$ cat src/design/mbrtu_pkg.sv
`default_nettype none

package mbrtu_pkg;

    localparam logic [15:0] CRC_INIT      = 16'hFFFF;
    localparam logic [15:0] CRC_POLY_REFL = 16'hA001;

    localparam logic [7:0]  QTY_HI        = 8'h00;
    localparam logic [7:0]  QTY_LO        = 8'h01;
    localparam logic [7:0]  COUNT_ONE_REG = 8'h02;

    localparam int          TX_IDX_W      = 3;
    localparam logic [TX_IDX_W-1:0] TX_LAST_IDX = 3'd7;

    localparam int          CFG_IDX_W     = 1;
    localparam int          CFG_DATA_W    = 8;

    typedef enum logic [CFG_IDX_W-1:0] {
        CFG_SLAVE_ADDRESS = 1'b0,
        CFG_READ_FUNCTION = 1'b1
    } cfg_idx_t;

    typedef enum logic {
        OP_SEND = 1'b0,
        OP_RECV = 1'b1
    } opcode_t;

    typedef enum logic {
        KIND_TX     = 1'b0,
        KIND_REPORT = 1'b1
    } kind_t;

    typedef enum logic [1:0] {
        ST_OK    = 2'd0,
        ST_CRC   = 2'd1,
        ST_SHORT = 2'd2,
        ST_COUNT = 2'd3
    } status_t;

    typedef struct packed {
        logic       active;
        logic [7:0] data;
        logic       last;
    } tx_out_t;

    function automatic logic [15:0] crc16_byte(input logic [15:0] crc, input logic [7:0] b);
        logic [15:0] c;
        c = crc ^ {8'h00, b};
        for (int i = 0; i < 8; i++)
        begin
            if (c[0])
                c = (c >> 1) ^ CRC_POLY_REFL;
            else
                c = c >> 1;
        end
        return c;
    endfunction

endpackage

`default_nettype wire

$ cat src/design/mbrtu_tx_seq.sv
`default_nettype none

module mbrtu_tx_seq (
    input  wire logic                clk,
    input  wire logic                rst_n,
    input  wire logic                start,
    input  wire logic                advance,
    input  wire logic [7:0]          slave_address,
    input  wire logic [7:0]          read_function,
    input  wire logic [15:0]         start_address,
    output mbrtu_pkg::tx_out_t       tx_o
);
    import mbrtu_pkg::*;

    logic                active_reg, active_next;
    logic [TX_IDX_W-1:0] index_reg, index_next;
    logic [15:0]         crc_reg, crc_next;
    logic [7:0]          slave_reg, slave_next;
    logic [7:0]          func_reg, func_next;
    logic [15:0]         start_reg, start_next;
    logic [7:0]          cur_byte;

    always_comb
    begin
        unique case (index_reg)
            3'd0:    cur_byte = slave_reg;
            3'd1:    cur_byte = func_reg;
            3'd2:    cur_byte = start_reg[15:8];
            3'd3:    cur_byte = start_reg[7:0];
            3'd4:    cur_byte = QTY_HI;
            3'd5:    cur_byte = QTY_LO;
            3'd6:    cur_byte = crc_reg[7:0];
            default: cur_byte = crc_reg[15:8];
        endcase
    end

    always_comb
    begin
        active_next = active_reg;
        index_next  = index_reg;
        crc_next    = crc_reg;
        slave_next  = slave_reg;
        func_next   = func_reg;
        start_next  = start_reg;
        if (start)
        begin
            active_next = 1'b1;
            index_next  = '0;
            crc_next    = CRC_INIT;
            slave_next  = slave_address;
            func_next   = read_function;
            start_next  = start_address;
        end
        else if (active_reg && advance)
        begin
            index_next = index_reg + 1'b1;
            if (index_reg < 3'd6)
                crc_next = crc16_byte(crc_reg, cur_byte);
            if (index_reg == TX_LAST_IDX)
                active_next = 1'b0;
        end
    end

    always_ff @(posedge clk or negedge rst_n)
    begin
        if (!rst_n)
        begin
            active_reg <= 1'b0;
            index_reg  <= '0;
        end
        else
        begin
            active_reg <= active_next;
            index_reg  <= index_next;
        end
    end

    always_ff @(posedge clk)
    begin
        crc_reg   <= crc_next;
        slave_reg <= slave_next;
        func_reg  <= func_next;
        start_reg <= start_next;
    end

    assign tx_o.active = active_reg;
    assign tx_o.data   = cur_byte;
    assign tx_o.last   = (index_reg == TX_LAST_IDX);

endmodule

`default_nettype wire

$ cat src/design/modbus_rtu_read_register_master.sv
// Receive transaction: one byte per cycle while in_ready is high (not during a send, nor
// while the output holds a value not yet taken); the report for a last byte is in the
// output register in the cycle after that byte is accepted. Send transaction: the eight
// request bytes enter the output register in order as the output frees, the first by way
// of the sequencer's active register; the input is held off while the sequencer is active.
// Reset clears config to address 1 and function 3, clears the frame and the output.
`default_nettype none

module modbus_rtu_read_register_master #(
    parameter int MAX_FRAME = 256
) (
    input  wire logic                             clk,
    input  wire logic                             rst_n,
    input  wire logic                             in_valid,
    output logic                                  in_ready,
    input  wire logic                             opcode,
    input  wire logic [15:0]                      start_address,
    input  wire logic [7:0]                       rx_byte,
    input  wire logic                             rx_last,
    output logic                                  out_valid,
    input  wire logic                             out_ready,
    output logic                                  kind,
    output logic [7:0]                            tx_byte,
    output logic                                  tx_last,
    output logic signed [15:0]                    register_value,
    output logic [1:0]                            status,
    input  wire logic                             cfg_we,
    input  wire logic [mbrtu_pkg::CFG_IDX_W-1:0]  cfg_index,
    input  wire logic [mbrtu_pkg::CFG_DATA_W-1:0] cfg_data
);
    import mbrtu_pkg::*;

    localparam int LEN_W = $clog2(MAX_FRAME + 1);
    localparam logic [LEN_W-1:0] LEN_MAX = LEN_W'(MAX_FRAME);

    logic [7:0]       slave_reg, func_reg;

    logic [15:0]      crc_reg, crc_next;
    logic [15:0]      delay_reg, delay_next;
    logic [LEN_W-1:0] len_reg, len_next;
    logic [7:0]       count_reg, count_next;
    logic [15:0]      value_reg, value_next;

    logic             out_valid_reg, out_valid_next;
    kind_t            kind_reg, kind_next;
    logic [7:0]       txb_reg, txb_next;
    logic             txl_reg, txl_next;
    logic [15:0]      val_reg, val_next;
    status_t          st_reg, st_next;

    logic             out_free;
    logic             accept;
    logic             send_go;
    logic             rx_go;
    tx_out_t          tx;
    logic [15:0]      rx_crc;
    status_t          rep_st;
    logic [15:0]      rep_val;

    assign out_free = !out_valid_reg || out_ready;
    assign in_ready = !tx.active && out_free;
    assign accept   = in_valid && in_ready;
    assign send_go  = accept && (opcode == OP_SEND);
    assign rx_go    = accept && (opcode == OP_RECV);

    mbrtu_tx_seq u_tx_seq (
        .clk           (clk),
        .rst_n         (rst_n),
        .start         (send_go),
        .advance       (out_free),
        .slave_address (slave_reg),
        .read_function (func_reg),
        .start_address (start_address),
        .tx_o          (tx)
    );

    always_ff @(posedge clk or negedge rst_n)
    begin
        if (!rst_n)
        begin
            slave_reg <= 8'd1;
            func_reg  <= 8'h03;
        end
        else if (cfg_we)
        begin
            unique case (cfg_idx_t'(cfg_index))
                CFG_SLAVE_ADDRESS: slave_reg <= cfg_data;
                CFG_READ_FUNCTION: func_reg  <= cfg_data;
                default:           ;
            endcase
        end
    end

    always_comb
    begin
        crc_next   = crc_reg;
        delay_next = delay_reg;
        len_next   = len_reg;
        count_next = count_reg;
        value_next = value_reg;
        if (len_reg < LEN_MAX)
        begin
            if (len_reg >= LEN_W'(2))
                crc_next = crc16_byte(crc_reg, delay_reg[15:8]);
            delay_next = {delay_reg[7:0], rx_byte};
            if (len_reg == LEN_W'(2))
                count_next = rx_byte;
            else if (len_reg == LEN_W'(3))
                value_next = {rx_byte, value_reg[7:0]};
            else if (len_reg == LEN_W'(4))
                value_next = {value_reg[15:8], rx_byte};
            len_next = len_reg + 1'b1;
        end
    end

    assign rx_crc = {delay_next[7:0], delay_next[15:8]};

    always_comb
    begin
        rep_val = 16'h0000;
        if (len_next < LEN_W'(2))
            rep_st = ST_SHORT;
        else if (rx_crc != crc_next)
            rep_st = ST_CRC;
        else if (len_next < LEN_W'(5))
            rep_st = ST_SHORT;
        else if (count_next != COUNT_ONE_REG)
            rep_st = ST_COUNT;
        else
        begin
            rep_st  = ST_OK;
            rep_val = value_next;
        end
    end

    always_ff @(posedge clk or negedge rst_n)
    begin
        if (!rst_n)
        begin
            crc_reg   <= CRC_INIT;
            delay_reg <= '0;
            len_reg   <= '0;
            count_reg <= '0;
            value_reg <= '0;
        end
        else if (send_go || (rx_go && rx_last))
        begin
            crc_reg   <= CRC_INIT;
            delay_reg <= '0;
            len_reg   <= '0;
            count_reg <= '0;
            value_reg <= '0;
        end
        else if (rx_go)
        begin
            crc_reg   <= crc_next;
            delay_reg <= delay_next;
            len_reg   <= len_next;
            count_reg <= count_next;
            value_reg <= value_next;
        end
    end

    always_comb
    begin
        out_valid_next = out_valid_reg;
        kind_next      = kind_reg;
        txb_next       = txb_reg;
        txl_next       = txl_reg;
        val_next       = val_reg;
        st_next        = st_reg;
        if (tx.active && out_free)
        begin
            out_valid_next = 1'b1;
            kind_next      = KIND_TX;
            txb_next       = tx.data;
            txl_next       = tx.last;
            val_next       = 16'h0000;
            st_next        = ST_OK;
        end
        else if (rx_go && rx_last)
        begin
            out_valid_next = 1'b1;
            kind_next      = KIND_REPORT;
            txb_next       = 8'h00;
            txl_next       = 1'b0;
            val_next       = rep_val;
            st_next        = rep_st;
        end
        else if (out_ready)
        begin
            out_valid_next = 1'b0;
        end
    end

    always_ff @(posedge clk or negedge rst_n)
    begin
        if (!rst_n)
            out_valid_reg <= 1'b0;
        else
            out_valid_reg <= out_valid_next;
    end

    always_ff @(posedge clk)
    begin
        kind_reg <= kind_next;
        txb_reg  <= txb_next;
        txl_reg  <= txl_next;
        val_reg  <= val_next;
        st_reg   <= st_next;
    end

    assign out_valid      = out_valid_reg;
    assign kind           = kind_reg;
    assign tx_byte        = txb_reg;
    assign tx_last        = txl_reg;
    assign register_value = val_reg;
    assign status         = st_reg;

`ifndef SYNTH
    a_send_starts_seq: assert property (@(posedge clk) disable iff (!rst_n)
        (in_valid && in_ready && opcode == OP_SEND) |=> tx.active)
        else $error("send transaction did not start the tx sequencer");

    a_error_value_zero: assert property (@(posedge clk) disable iff (!rst_n)
        (out_valid && kind == KIND_REPORT && status != ST_OK) |-> register_value == 16'sd0)
        else $error("error report carries a nonzero value");

    a_tx_last_kind: assert property (@(posedge clk) disable iff (!rst_n)
        (out_valid && tx_last) |-> kind == KIND_TX)
        else $error("tx_last set on a report");

    a_len_bound: assert property (@(posedge clk) disable iff (!rst_n)
        len_reg <= LEN_MAX)
        else $error("frame length past maximum");
`endif

endmodule

`default_nettype wire
$ cat config.mk
export PLATFORM = sky130hd
export DESIGN_NAME = modbus_rtu_read_register_master
export DESIGN_NICKNAME = d
export VERILOG_FILES = /design/src/design/mbrtu_pkg.sv /design/src/design/mbrtu_tx_seq.sv /design/src/design/modbus_rtu_read_register_master.sv
export SDC_FILE = /design/constraint.sdc
export NUM_CORES = 1
export LEC_CHECK = 0
export BUFFER_PORTS_ARGS = -buffer_cell sky130_fd_sc_hd__buf_2
export CORE_MARGIN = 4
export CORE_UTILIZATION = 60
export DETAILED_ROUTE_END_ITERATION = 12
export PLACE_DENSITY = 0.8
export SLEW_MARGIN = 30
export SYNTH_ARGS = -nofsm -noshare
export SYNTH_HDL_FRONTEND = slang
export SYNTH_SLANG_ARGS = --single-unit
export TNS_END_PERCENT = 10
$ cat constraint.sdc
create_clock -name clk -period 9.3 [get_ports clk]
set_input_delay 1.395 -clock clk [delete_from_list [all_inputs] [get_ports clk]]
set_output_delay 1.395 -clock clk [all_outputs]
set_load 0.005 [all_outputs]
==> metrics list <==
- Count of buffers added by post-CTS timing repair for setup: 0
* Hold Crit Class: register to register
- Wire length of the first global-routing pass: 30.0 mm
- Switching component of the power: 0.00111 W
- CTS built an H-tree with a depth of 4.
- Reported max-cap violation count: 0
* Layout Skew: 0.00865 ns
* Share of flip-flops with an asynchronous set or reset after synthesis: 53.1%
* Comb pwr share: 43.6%
- TritonCTS built the clock tree.
- Worst Max-Slew Pin Slew: 0.806 ns
- Summed over all layers, the routed wires come to 18.2 mm.
* Multiplexer fraction of the synthesized cell area: 8.54%
- The die is 123 um tall.
- Once placement finished, the instance area stood at 0.00827 sq mm.
- Using the TritonRoute via totals, the vias-per-cell ratio works out to 6.26.
* Routability congestion estimate: 0.914
- Post-Syn Instances: 707
- Overall via count from detail_route: 5910
* Worst-case headroom to the max-slew limit: 46.3%
- Chip Width: 123 um
- The later pin in the worst-skew pair is clocked with a latency of 0.42 ns.
- Internal portion of total power: 0.00191 W
- Placed cells: 912
* Initial DRT Pass Iterations: 8
- Post-cts gate resize count: 0
- Count of flip-flops with a built-in enable after synthesis: 41
- Arrival time of the worst setup path: 4.20 ns
- Of all cell types, the one taking the most synthesized area is dfrtp_1.
- Tcrit/Tclk final: 41.3%
* Post-detailed-route count of antenna-violating nets: 0
- Sequential cells account for 33.6% of the total power.
- Summing the areas of all and, or, nand and nor instances in the mapped netlist gives 11.9% of the synthesized area.
* Number of warnings issued by yosys: 0
- The hold violation total from the final report came to 0.
- The clock net in this run drives a total of 162 sinks.
- Overall Global Routing Usage: 25.6%
* Synthesized area per cell: 11.2 sq um
* Initial Util: 61.8%
- Leak pwr: 3.65 nW
- Count of hold-fix buffers inserted at cts: 0
* Final critical-path required period: 3.84 ns
* Final hold slack: 0.449 ns
- Synthesized net count: 755
- Counting along the longest clock path gives a buffer depth of 2.
- Critical Path RT: 9.66 ns
* I/O pin count: 70
* Critical path type: register to register
- Starting DRC count in detailed routing: 753
- Number of storage elements in the synthesis netlist: 162
- Final instance area: 0.00886 sq mm
- Timing would allow up to 260 MHz.
- Sw frac: 36.7%
- Fraction of layout instances using a drive strength above 1: 21.5%
- Sum of negative setup slack: 0 ns
- Fill cells in the final layout number 921.
* Post-synthesis share of cell area spent on full adders, half adders and majority gates: 1.27%
- In this run, distinct cell masters in the synthesized netlist total 70.
* Antenna violations before repair: 1
- Part of the Yosys area used for sequential elements: 52.0%
- Share of power burned in the clock network: 22.8%
* Largest net degree at the start of global routing: 54
- The floorplan has 41 rows.
- The total overflow left after global routing is 0.
- Port-buffer cells: 69
- Residual DRC count: 0
- Primary flip-flop cell chosen by synthesis mapping: dfrtp_1
* Filler-free cell count of the finished design: 944
* Main combinational cell family by area after synthesis: compound AO/OA/AOI/OAI gates
- The max-slew violation count was 0.
- Along the worst path, the maximum fanout reaches 19.
- 0 antenna diodes ended up in the layout.
- After synthesis, the cell types taking the most area are dfrtp_1 (21%), edfxtp_1 (16%), dfxtp_1 (8.9%).
- Net count reported at finish: 807
- Detailed placer's ending HPWL: 12.6 mm
- Core area: 0.0128 sq mm
- TritonCTS Buffers: 17
* Xor-xnor portion of the synthesized cell area: 7.40%
- Buffer type at the clock tree root: clkbuf_16
- Result of the run: finished clean
* Drt wl/cell: 19.2 um
- IR analysis of the VDD net gives a maximum drop of 317 uV.
- Portion of synthesized cell area occupied by the leading cell type: 21.2%
- Clock-pin slew was measured on the worst setup and hold paths at 0.07 ns.
- Fraction of the mapped netlist area in compound gates: 15.2%
* Total die area: 0.0151 sq mm
* Power Dens Cells: 340 mW/mm^2
- Unrepaired setup endpoints after global routing: false
- Relative to the synthesized area, the layout overhead comes to 12.3%.
* Critical Path End Type: register
- Number of endpoints failing setup at the final stage: 0
- Post-synthesis cell area: 0.00789 sq mm
- Number of global-route vias before repair: 5844
- The worst setup path is launched from a register.
-- power by group through the flow --
stage	clock network (W)	registers [W]	logic [W]
6_report	0.000689	0.00101	0.00132
2_1_floorplan	0	0.000977	0.00107
3_3_place_gp	0	0.00101	0.00125
4_1_cts	0.000694	0.00101	0.00130
5_1_grt	0.000729	0.00103	0.00143
3_5_place_dp	0	0.00102	0.00129
-- through the flow --
stage          setup WS (ns)  power (W)  utilization, %
2_1_floorplan           5.79    0.00205               -
3_3_place_gp            5.25    0.00226            64.7
3_5_place_dp            5.27    0.00231            64.8
4_1_cts                 5.52    0.00300            69.3
5_1_grt                 5.27    0.00319            69.4
6_report                5.46    0.00302            69.4
-- critical path, cell delays in order (launching register included) --
cell	delay, ns
dfrtp_1	0.42
inv_1	0.08
ha_1	0.45
or3_1	0.57
or2_2	0.47
mux2i_1	0.16
a211oi_1	0.54
xnor2_1	0.21
xnor3_1	0.41
xnor3_1	0.36
o21ai_1	0.11
-- cell families after synthesis --
family,count (synthesis)
XOR/XNOR,56
AND/OR/NAND/NOR,195
flip-flops,162
adder cells (fa/ha/maj),8
multiplexers,65
AO/OA/AOI/OAI,167
buffers and inverters,54
-- synthesized netlist by cell type (all sizes together), types with 4 or more instances --
library cell and number:
a21oi 22, and3 4, and2 10, nand2 80, edfxtp 41, o22ai 4
clkbuf 30, dfrtp 67, nand2b 4, o32a 4, nor2 32, ha 8
a211oi 6, mux2 19, xnor3 4, dfxtp 35, o31ai 4, a22o 31
buf 13, and4 4, a222oi 5, dfstp 19, o22a 7, o211ai 10
xnor2 32, xor2 18, nor3 14, nor4 6, a311oi 4, nand3 18
inv 11, mux2i 46, o21ai 51
-- per-layer routing --
metal	global-route usage (%)	vias up	part of all wire, %
met2	38.0	287	45
met5	0	-	0.039
met3	6.41	42	8.0
li1	-	2686	-
met4	9.03	2	2.0
met1	36.7	2893	45
-- placed cells by master, fill, tap and decap left out, drive strengths merged, types with 19 or more instances in the layout --
cell,count
nand2,80
buf,76
dfrtp,67
o21ai,51
mux2i,46
edfxtp,41
dfxtp,35
xnor2,32
nor2,32
a22o,31
a21oi,22
mux2,19
dfstp,19
-- final timing paths --
path	depth (start not counted)	end	slack, ns	from
max in group asynchronous	2	value_reg[0]$_DFFE_PN0P_	7.38	rst_n
min in group asynchronous	1	delay_reg[14]$_DFFE_PN0P_	0.92	rst_n
worst max-delay path	10	u_tx_seq.crc_reg[0]$_SDFFE_PP1P_	5.46	u_tx_seq.index_reg[0]$_DFFE_PN0P_
worst min-delay path	0	u_tx_seq.slave_reg[5]$_DFFE_PP_	0.45	slave_reg[5]$_DFFE_PN0P_
worst max register to register	10	u_tx_seq.crc_reg[0]$_SDFFE_PP1P_	5.46	u_tx_seq.index_reg[0]$_DFFE_PN0P_
worst min register to register	0	u_tx_seq.slave_reg[5]$_DFFE_PP_	0.45	slave_reg[5]$_DFFE_PN0P_
-- layout make-up --
class,instances,area (sq um),share of cell area [%]
Sequential cell,162,4110,46.4
Tap cell,172,215,2.43
Clock inverter,15,156,1.76
Timing Repair Buffer,76,400,4.52
Clock buffer,17,425,4.80
Inverter,11,41.3,0.466
Multi-Input combinational cell,491,3520,39.7
(Power assumes the default switching activity.)
